File: config.mk
export PLATFORM = sky130hd
export DESIGN_NAME = countdown_timer_and_clock_bank_flat
export DESIGN_NICKNAME = d
export VERILOG_FILES = /design/src/rtl/tbk_pkg.sv /design/src/rtl/tbk_in_if.sv /design/src/rtl/tbk_out_if.sv /design/src/rtl/tbk_timer_cell.sv /design/src/rtl/tbk_clock_cell.sv /design/src/rtl/countdown_timer_and_clock_bank.sv /design/src/flat_wrapper.sv
export SDC_FILE = /design/constraint.sdc
export NUM_CORES = 2
export LEC_CHECK = 0
export ABC_AREA = 1
export BUFFER_PORTS_ARGS = -buffer_cell sky130_fd_sc_hd__buf_4
export CAP_MARGIN = 15
export CORE_ASPECT_RATIO = 1.1
export CORE_UTILIZATION = 53
export DETAILED_ROUTE_END_ITERATION = 16
export PLACE_DENSITY = 0.69
export SLEW_MARGIN = 20
export SYNTH_ARGS = -nofsm -noshare
export SYNTH_HDL_FRONTEND = slang
export SYNTH_SLANG_ARGS = --single-unit
File: constraint.sdc
create_clock -name i_clk -period 10.1 [get_ports i_clk]
set_input_delay 2.02 -clock i_clk [delete_from_list [all_inputs] [get_ports i_clk]]
set_output_delay 2.02 -clock i_clk [all_outputs]
set_load 0.1 [all_outputs]
File: src/rtl/tbk_pkg.sv
// Shared types and constants of the timer and clock bank.
// No dependencies; the timer cell, the clock cell and the top level import this package.
`timescale 1ns / 1ps
`default_nettype none

package tbk_pkg;

    // Fixed field widths
    localparam int WORD_W   = 16;
    localparam int IDX_W    = 6;
    localparam int MODE_W   = 3;
    localparam int CFG_W    = 2;
    localparam int SLOT_MAX = 64;

    typedef logic [WORD_W-1:0] t_word;
    typedef logic [IDX_W-1:0]  t_idx;

    // Command codes
    typedef enum logic [MODE_W-1:0] {
        MODE_TICK        = 3'd0,
        MODE_CLEAR_ACCUM = 3'd1,
        MODE_APPLY       = 3'd2,
        MODE_WRITE_TIMER = 3'd3,
        MODE_READ_TIMER  = 3'd4,
        MODE_READ_CLOCK  = 3'd5,
        MODE_RDCLR_CLOCK = 3'd6,
        MODE_CLEAR_ALL   = 3'd7
    } t_mode;

    // Configuration register indexes
    localparam logic [CFG_W-1:0] CFG_TICK_STEP   = 2'd0;
    localparam logic [CFG_W-1:0] CFG_PRESCALE_ON = 2'd1;
    localparam logic [CFG_W-1:0] CFG_PRESCALE_F  = 2'd2;

    // Command packet passed from cell to cell
    typedef struct packed {
        logic  valid;
        t_mode mode;
        t_idx  index;
        t_word value;
        t_word amt;       // elapsed amount, scaled if prescale is on; zero unless apply
        t_word rd;        // read data gathered on the way
        logic  all_zero;  // every timer seen so far is zero
    } t_pkt;

endpackage

`default_nettype wire

File: src/rtl/tbk_in_if.sv
// Command channel of the timer and clock bank: valid/ready plus one command.
// Depends on nothing.
`timescale 1ns / 1ps
`default_nettype none

interface tbk_in_if;
    logic        valid;
    logic        ready;
    logic [2:0]  mode;
    logic [5:0]  index;
    logic [15:0] value;

    modport source (output valid, mode, index, value, input ready);
    modport sink   (input valid, mode, index, value, output ready);
endinterface

`default_nettype wire

File: src/rtl/tbk_out_if.sv
// Result channel of the timer and clock bank: valid/ready plus one result.
// Depends on nothing.
`timescale 1ns / 1ps
`default_nettype none

interface tbk_out_if;
    logic        valid;
    logic        ready;
    logic [15:0] read_value;
    logic [15:0] elapsed_applied;
    logic        may_sleep;

    modport source (output valid, read_value, elapsed_applied, may_sleep, input ready);
    modport sink   (input valid, read_value, elapsed_applied, may_sleep, output ready);
endinterface

`default_nettype wire

File: src/rtl/tbk_timer_cell.sv
// One countdown timer cell: holds a timer and acts on the passing command.
// Depends on tbk_pkg.
`timescale 1ns / 1ps
`default_nettype none

module tbk_timer_cell #(
    parameter int IDX = 0
) (
    input  wire           i_clk,
    input  wire           i_rst_n,
    input  tbk_pkg::t_pkt i_pkt,
    output tbk_pkg::t_pkt o_pkt
);
    import tbk_pkg::*;

    t_word r_val, n_val;
    t_pkt  r_pkt, n_pkt;
    logic  hit;

    assign hit = (i_pkt.index == IDX_W'(IDX));

    // Apply the command to this timer and forward it
    always_comb begin
        n_val = r_val;
        n_pkt = i_pkt;
        if (i_pkt.valid) begin
            unique case (i_pkt.mode)
                MODE_WRITE_TIMER: begin
                    if (hit) n_val = i_pkt.value;
                end
                MODE_READ_TIMER: begin
                    if (hit) n_pkt.rd = r_val;
                end
                MODE_APPLY: begin
                    n_val = (r_val > i_pkt.amt) ? t_word'(r_val - i_pkt.amt) : '0;
                end
                MODE_CLEAR_ALL: begin
                    n_val = '0;
                end
                default: begin
                end
            endcase
        end
        n_pkt.all_zero = i_pkt.all_zero & (n_val == '0);
    end

    // Hold timer value and the outgoing packet
    always_ff @(posedge i_clk) begin
        if (!i_rst_n) begin
            r_val <= '0;
            r_pkt <= '0;
        end else begin
            r_val <= n_val;
            r_pkt <= n_pkt;
        end
    end

    assign o_pkt = r_pkt;

endmodule

`default_nettype wire

File: src/rtl/tbk_clock_cell.sv
// One up-counting clock cell: holds a clock and acts on the passing command.
// Depends on tbk_pkg.
`timescale 1ns / 1ps
`default_nettype none

module tbk_clock_cell #(
    parameter int IDX = 0
) (
    input  wire           i_clk,
    input  wire           i_rst_n,
    input  tbk_pkg::t_pkt i_pkt,
    output tbk_pkg::t_pkt o_pkt
);
    import tbk_pkg::*;

    t_word r_val, n_val;
    t_pkt  r_pkt, n_pkt;
    logic  hit;

    assign hit = (i_pkt.index == IDX_W'(IDX));

    // Apply the command to this clock and forward it
    always_comb begin
        n_val = r_val;
        n_pkt = i_pkt;
        if (i_pkt.valid) begin
            unique case (i_pkt.mode)
                MODE_READ_CLOCK: begin
                    if (hit) n_pkt.rd = r_val;
                end
                MODE_RDCLR_CLOCK: begin
                    if (hit) begin
                        n_pkt.rd = r_val;
                        n_val    = '0;
                    end
                end
                MODE_APPLY: begin
                    n_val = t_word'(r_val + i_pkt.amt);
                end
                MODE_CLEAR_ALL: begin
                    n_val = '0;
                end
                default: begin
                end
            endcase
        end
    end

    // Hold clock value and the outgoing packet
    always_ff @(posedge i_clk) begin
        if (!i_rst_n) begin
            r_val <= '0;
            r_pkt <= '0;
        end else begin
            r_val <= n_val;
            r_pkt <= n_pkt;
        end
    end

    assign o_pkt = r_pkt;

endmodule

`default_nettype wire

File: src/rtl/countdown_timer_and_clock_bank.sv
// Bank of countdown timers and up-counting clocks with an elapsed-time accumulator.
// Top level; depends on tbk_pkg, tbk_in_if, tbk_out_if, tbk_timer_cell, tbk_clock_cell.
// One command is handled at a time. An accepted command is registered at the head,
// where the accumulator is updated and the elapsed amount taken, scaled if prescale
// is on, then walks a row of cells, one register per timer or clock, and lands in
// the output register. The next command is taken only after the result beat has
// been accepted. Configuration writes take effect at once and are to be made only
// while no command is in flight.
`timescale 1ns / 1ps
`default_nettype none

module countdown_timer_and_clock_bank #(
    parameter int TIMER_COUNT = 8,
    parameter int CLOCK_COUNT = 4
) (
    input  wire                       i_clk,
    input  wire                       i_rst_n,
    tbk_in_if.sink                    i_cmd,
    tbk_out_if.source                 o_res,
    input  wire                       i_cfg_we,
    input  wire [tbk_pkg::CFG_W-1:0]  i_cfg_idx,
    input  wire [tbk_pkg::WORD_W-1:0] i_cfg_data
);
    import tbk_pkg::*;

    localparam int   TU        = (TIMER_COUNT > SLOT_MAX) ? SLOT_MAX : TIMER_COUNT;
    localparam int   CU        = (CLOCK_COUNT > SLOT_MAX) ? SLOT_MAX : CLOCK_COUNT;
    localparam int   NCELL     = TU + CU;
    localparam logic NO_CLOCKS = (CU == 0);

    // Configuration registers
    t_word r_tick_step;
    logic  r_prescale_on;
    t_word r_prescale_f;

    // Head stage
    t_word r_accum, n_accum;
    t_pkt  r_head, n_head;
    logic  r_busy;
    logic  cmd_acc, res_acc;
    t_mode cmd_mode;
    t_word prod;

    // Output register
    logic  r_ovalid;
    t_word r_rd;
    t_word r_applied;
    logic  r_sleep;

    t_pkt  chain [NCELL+1];

    assign cmd_mode = t_mode'(i_cmd.mode);
    assign cmd_acc  = i_cmd.valid & i_cmd.ready;
    assign res_acc  = o_res.valid & o_res.ready;
    assign i_cmd.ready = !r_busy;

    // Write configuration registers
    always_ff @(posedge i_clk) begin
        if (!i_rst_n) begin
            r_tick_step   <= WORD_W'(1);
            r_prescale_on <= 1'b0;
            r_prescale_f  <= WORD_W'(1);
        end else if (i_cfg_we) begin
            unique case (i_cfg_idx)
                CFG_TICK_STEP: begin
                    r_tick_step <= i_cfg_data;
                end
                CFG_PRESCALE_ON: begin
                    r_prescale_on <= i_cfg_data[0];
                end
                CFG_PRESCALE_F: begin
                    r_prescale_f <= i_cfg_data;
                end
                default: begin
                end
            endcase
        end
    end

    // Scale the accumulator and update it for the incoming command
    assign prod = t_word'(r_accum * r_prescale_f);

    always_comb begin
        n_accum        = r_accum;
        n_head         = '0;
        n_head.valid   = cmd_acc;
        n_head.mode    = cmd_mode;
        n_head.index   = i_cmd.index;
        n_head.value   = i_cmd.value;
        n_head.all_zero = 1'b1;
        if (cmd_acc) begin
            unique case (cmd_mode)
                MODE_TICK: begin
                    n_accum = t_word'(r_accum + r_tick_step);
                end
                MODE_CLEAR_ACCUM: begin
                    n_accum = '0;
                end
                MODE_APPLY: begin
                    n_accum    = '0;
                    n_head.amt = r_prescale_on ? prod : r_accum;
                end
                default: begin
                end
            endcase
        end
    end

    // Hold accumulator, head packet and the busy flag
    always_ff @(posedge i_clk) begin
        if (!i_rst_n) begin
            r_accum <= '0;
            r_head  <= '0;
            r_busy  <= 1'b0;
        end else begin
            r_accum <= n_accum;
            r_head  <= n_head;
            if (cmd_acc) begin
                r_busy <= 1'b1;
            end else if (res_acc) begin
                r_busy <= 1'b0;
            end
        end
    end

    assign chain[0] = r_head;

    // Row of timer cells, then row of clock cells
    genvar g;
    generate
        for (g = 0; g < TU; g++) begin : g_timer
            tbk_timer_cell #(.IDX(g)) u_timer (
                .i_clk   (i_clk),
                .i_rst_n (i_rst_n),
                .i_pkt   (chain[g]),
                .o_pkt   (chain[g+1])
            );
        end
        for (g = 0; g < CU; g++) begin : g_clock
            tbk_clock_cell #(.IDX(g)) u_clock (
                .i_clk   (i_clk),
                .i_rst_n (i_rst_n),
                .i_pkt   (chain[TU+g]),
                .o_pkt   (chain[TU+g+1])
            );
        end
    endgenerate

    // Capture the finished command into the output register
    always_ff @(posedge i_clk) begin
        if (!i_rst_n) begin
            r_ovalid <= 1'b0;
        end else if (chain[NCELL].valid) begin
            r_ovalid <= 1'b1;
        end else if (res_acc) begin
            r_ovalid <= 1'b0;
        end
    end

    always_ff @(posedge i_clk) begin
        if (chain[NCELL].valid) begin
            r_rd      <= chain[NCELL].rd;
            r_applied <= chain[NCELL].amt;
            r_sleep   <= NO_CLOCKS & chain[NCELL].all_zero;
        end
    end

    assign o_res.valid           = r_ovalid;
    assign o_res.read_value      = r_rd;
    assign o_res.elapsed_applied = r_applied;
    assign o_res.may_sleep       = r_sleep;

endmodule

`default_nettype wire

File: src/flat_wrapper.sv
// flat-port wrapper written by rule: the top's interface ports become plain ports
module countdown_timer_and_clock_bank_flat import tbk_pkg::*;
#(
    parameter int TIMER_COUNT = 8,
    parameter int CLOCK_COUNT = 4
)
  (i_clk, i_rst_n, i_cfg_we, i_cfg_idx, i_cfg_data, i_cmd_valid, i_cmd_mode, i_cmd_index, i_cmd_value, i_cmd_ready, o_res_valid, o_res_read_value, o_res_elapsed_applied, o_res_may_sleep, o_res_ready);
  tbk_in_if i_cmd_i ();
  tbk_out_if o_res_i ();
  input  wire i_clk;
  input  wire i_rst_n;
  input  wire i_cfg_we;
  input  wire [tbk_pkg::CFG_W-1:0] i_cfg_idx;
  input  wire [tbk_pkg::WORD_W-1:0] i_cfg_data;
  input wire logic [$bits(i_cmd_i.valid)-1:0] i_cmd_valid;
  input wire logic [$bits(i_cmd_i.mode)-1:0] i_cmd_mode;
  input wire logic [$bits(i_cmd_i.index)-1:0] i_cmd_index;
  input wire logic [$bits(i_cmd_i.value)-1:0] i_cmd_value;
  output wire logic [$bits(i_cmd_i.ready)-1:0] i_cmd_ready;
  output wire logic [$bits(o_res_i.valid)-1:0] o_res_valid;
  output wire logic [$bits(o_res_i.read_value)-1:0] o_res_read_value;
  output wire logic [$bits(o_res_i.elapsed_applied)-1:0] o_res_elapsed_applied;
  output wire logic [$bits(o_res_i.may_sleep)-1:0] o_res_may_sleep;
  input wire logic [$bits(o_res_i.ready)-1:0] o_res_ready;
  assign i_cmd_i.valid = i_cmd_valid;
  assign i_cmd_i.mode = i_cmd_mode;
  assign i_cmd_i.index = i_cmd_index;
  assign i_cmd_i.value = i_cmd_value;
  assign i_cmd_ready = i_cmd_i.ready;
  assign o_res_valid = o_res_i.valid;
  assign o_res_read_value = o_res_i.read_value;
  assign o_res_elapsed_applied = o_res_i.elapsed_applied;
  assign o_res_may_sleep = o_res_i.may_sleep;
  assign o_res_i.ready = o_res_ready;
  countdown_timer_and_clock_bank #(.TIMER_COUNT(TIMER_COUNT), .CLOCK_COUNT(CLOCK_COUNT)) u_core (.i_clk(i_clk), .i_rst_n(i_rst_n), .i_cmd(i_cmd_i), .o_res(o_res_i), .i_cfg_we(i_cfg_we), .i_cfg_idx(i_cfg_idx), .i_cfg_data(i_cfg_data));
endmodule
==> impl_metrics.yaml <==
status:
  run_status: "completed"
timing:
  setup-violations-final: 0
  achievable-frequency_mhz: 179
  clock_skew_ps: 16.8
  worst_pin_slew_ps: 1110
  fin_crit_ps: 5590
  max_slew_margin_pct: 25.9
  slew_viol_final: 0
  fin_setup_tns_ps: 0
  rsz0062_at_grt: "false"
  timing_hold_violations_final: 0
  final.period_utilization_pct: 55.4
worst_setup_path:
  required_ps: 10670
  worst_r2r_startpoint: "u_core.r_prescale_f[1]"
  timing.critical_path.cells: "nand2_1 -> fa_1 -> fa_1 -> fa_1 -> fa_1 -> inv_1 -> fa_1 -> inv_1 -> fa_1 -> inv_1 -> ha_1 -> inv_1 -> nor4_1 -> nand3_1 -> nand3_1 -> inv_1 -> nand3_1 -> nand3_1 -> nand2_1 -> inv_1"
  critPathMaxFanout: 17
  worst_setup_path_end_kind: "flip-flop"
  worst-r2r-cell-count: 20
  worst_path_largest_cell_delay_ps: 770
  start_kind: "flip-flop"
  cp.arrival_ps: 6160
  slack_of_the_worst_reg_to_reg_path_ps: 4510
  cpMaxStageDelayCell: "sky130_fd_sc_hd__dfxtp_1"
  worst_r2r_endpoint: "u_core.chain[740]"
  criticalPathCategory: "reg -> reg"
power:
  power_switching_share_pct: 22.1
  pwr-share-clk_pct: 48.3
  power.combinational.fraction_pct: 2.9
  power_per_cell_area_nw_per_um2: 155
  post-layout-total-power_w: 0.00764
  total_leakage_power_nw: 26.0
  net_switching_power_figure_w: 0.00168
  peakVddDrop_mv: 0.137
  pwr-share-seq_pct: 48.8
  intPower_w: 0.00595
global_routing:
  number_of_antenna_violations_at_the_first_check_in_global_routing: 0
  grt_start_max_net_pins: 113
  grt_use_met2_pct: 44.3
  grt_pass1_vias: 35840
  grt.met3_usage_pct: 3.20
  global_route_wire_length_before_repair_mm: 179
  globalRouteOverflowTotal: 0
  globalRouteTotalUtil_pct: 25.6
  met1_usage_pct: 32.0
  globalRoute.busiestLayer: "met2"
clock_network:
  cts_hold_repair.buffers: 0
  cts_tree: "yes"
  cts_num_sinks: 924
  clk_pin_slew_ps: 60
  clock_h_tree_levels: 3
  ctsLongestPathBuffers: 3
  post_cts.repair.setup_buffers: 0
  clockRootBuffer: "sky130_fd_sc_hd__clkbuf_16"
  total_cts_buffers: 93
  clock_insertion_delay_worst_skew_ps: 670
  post_cts_resize_count: 0
final_layout:
  num-nets-final: 6413
  layout-area-overhead-vs-synth_pct: 10.5
  drive_above_1_share_pct: 6.56
  filler_cell_count: 7705
  final-seq-area_um2: 18800
  finish.utilization_pct: 59.2
  design_area_um2: 49400
  ant_diodes: 0
  final_cells: 7173
  footprint_of_the_multi_input_gates_um2: 20800
synthesis:
  synth-async-reset-ratio_pct: 0
  synth-main-ff-cell: "sky130_fd_sc_hd__dfxtp_1"
  yosysSeqAreaShare_pct: 42.1
  synth_most_common_cell: "sky130_fd_sc_hd__nand2_1"
  ys_seq_elements: 924
  syn-num-nets: 6406
  yosys_warnings: 0
  synth_top_cell_area_share_pct: 40.0
  synth_enable_flop_cells: 32
  synth_area_leader_cell: "sky130_fd_sc_hd__dfxtp_1"
  ys_top_cells_by_area: "sky130_fd_sc_hd__dfxtp_1, sky130_fd_sc_hd__nand2_1, sky130_fd_sc_hd__inv_1"
  post_synth_most_frequent_cells: "sky130_fd_sc_hd__nand2_1, sky130_fd_sc_hd__inv_1, sky130_fd_sc_hd__dfxtp_1, sky130_fd_sc_hd__nor2_1, sky130_fd_sc_hd__a21oi_1"
  mean_instance_size_in_the_synthesized_netlist_um2: 7.43
  syn-instance-count: 6013
  synth.distinct_cells: 56
  syn-cell-area_um2: 44600
placed_design:
  placed_insts: 6998
  place_hpwl_mm: 81.5
  gp_routability_congestion: 0.907
  placement.cell_area_um2: 46000
  place.port_buffers: 81
route:
  post_drt_via_cell_ratio: 5.13
  drc: 0
  num_vias: 36773
  totalWireLength_mm: 110
  first_iter_violations: 2248
  dr.pass1.iters: 5
  wl_per_cell_um: 15.3
  final_antenna_net_count: 0
die:
  initial_util_pct: 53.6
  core-area_um2: 83300
  floorplan.die.width_um: 279
  rows: 111
  floorplan.die_area_um2: 85400
  design.portCount: 83
  fp.dieH_um: 306
min_path:
  holdPathStages: 0
  hold_path.class: "reg -> reg"
  timing.hold.worst.start: "u_core.g_clock[3].u_clock.o_pkt[26]"
  holdPathEnd: "u_core.o_res.elapsed_applied[9]"
flow_run:
  maxCapViolCount: 0
[stage by stage]
stage                     hold WS [ps]  setup slack [ps]
final                              401              4510
after CTS                          403              4470
after global placement             386              4540
after detailed placement           389              4510
after floorplan                    386              4930
after global routing               402              4160
[cell usage in the layout, fill, tap and decap left out, drive strengths merged, types with 2 or more instances in the layout]
cell type  count
nand2       1293
inv         1115
dfxtp        892
nor2         556
a21oi        544
o21ai        445
nand3        260
ha           252
clkbuf       126
buf          107
fa            93
or2           61
nor3          53
xor2          52
clkinv        34
edfxtp        32
xnor2         25
nand4         23
a21o          17
a211oi        15
o21a          13
a31oi         13
bufinv        13
nor4          13
nand3b        10
o21bai         8
a21boi         8
a221oi         5
and3           4
nor3b          4
and3b          2
o31ai          2
o211ai         2
clkinvlp       2
[state kept, by name (all words and copies together), names as in the netlist]
register / flops
u_core.g_timer.u_timer.o_pkt: 448
u_core.r_accum: 16
u_core.g_timer.u_timer.r_val: 128
u_core.o_res.read_value: 16
u_core.r_tick_step: 16
u_core.g_clock.u_clock.r_val: 64
u_core.o_res.valid: 1
u_core.r_prescale_f: 16
u_core.g_clock.u_clock.o_pkt: 159
u_core.o_res.elapsed_applied: 16
u_core.r_prescale_on: 1
u_core.chain: 42
u_core.r_busy: 1
[critical path, delay by kind of cell, from the launching register on]
kind          cells  cell delay, ps
fa+ha+maj         7            3410
simple gates      7            1000
flops             1             770
buf+inv           6             300
[worst max-delay path by stage]
stage / from / endpoint / cells past startpoint
finish: u_core.r_prescale_f[1] / u_core.chain[740] / 20
global route: u_core.r_prescale_f[1] / u_core.chain[740] / 20
CTS: u_core.r_prescale_f[1] / u_core.chain[740] / 20
detailed placement: u_core.r_prescale_f[2] / u_core.chain[740] / 20
global placement: u_core.r_prescale_f[1] / u_core.chain[740] / 20
floorplan: u_core.r_prescale_f[1] / u_core.chain[740] / 22
[cells by family (layout without fill, tap and decap cells)]
group,after synthesis,after routing,synth area share [%]
AO/OA/AOI/OAI,1076,1076,12.8
XOR/XNOR,77,77,1.51
adder cells (fa/ha/maj),345,345,11.2
buffers and inverters,1310,1397,11.2
flip-flops,924,924,42.1
other,1,1,0.00840
AND/OR/NAND/NOR,2280,2280,21.1
[power by group through the flow]
stage | Clock (W) | Sequential (W) | Combinational [W]
after detailed placement | 0 | 0.00381 | 0.000221
after floorplan | 0 | 0.00378 | 0.000172
after CTS | 0.00376 | 0.00373 | 0.000222
after global placement | 0 | 0.00381 | 0.000219
after global routing | 0.00391 | 0.00373 | 0.000251
final | 0.00369 | 0.00373 | 0.000222
[final cells by class]
cell class | count | share of cell area (%)
Clock buffer | 126 | 5.37
Clock inverter | 49 | 1.43
Inverter | 1115 | 8.48
Multi-Input combinational cell | 3779 | 42.2
Sequential cell | 924 | 38.1
Tap cell | 1073 | 2.72
Timing Repair Buffer | 107 | 1.64
[routing by layer]
layer,part of all wire (%),routed length [um]
met1,44,48600
met2,48,52400
met3,4.4,4780
met4,3.6,4000
met5,0,0
No activity file was read; power rests on OpenSTA's default activity.
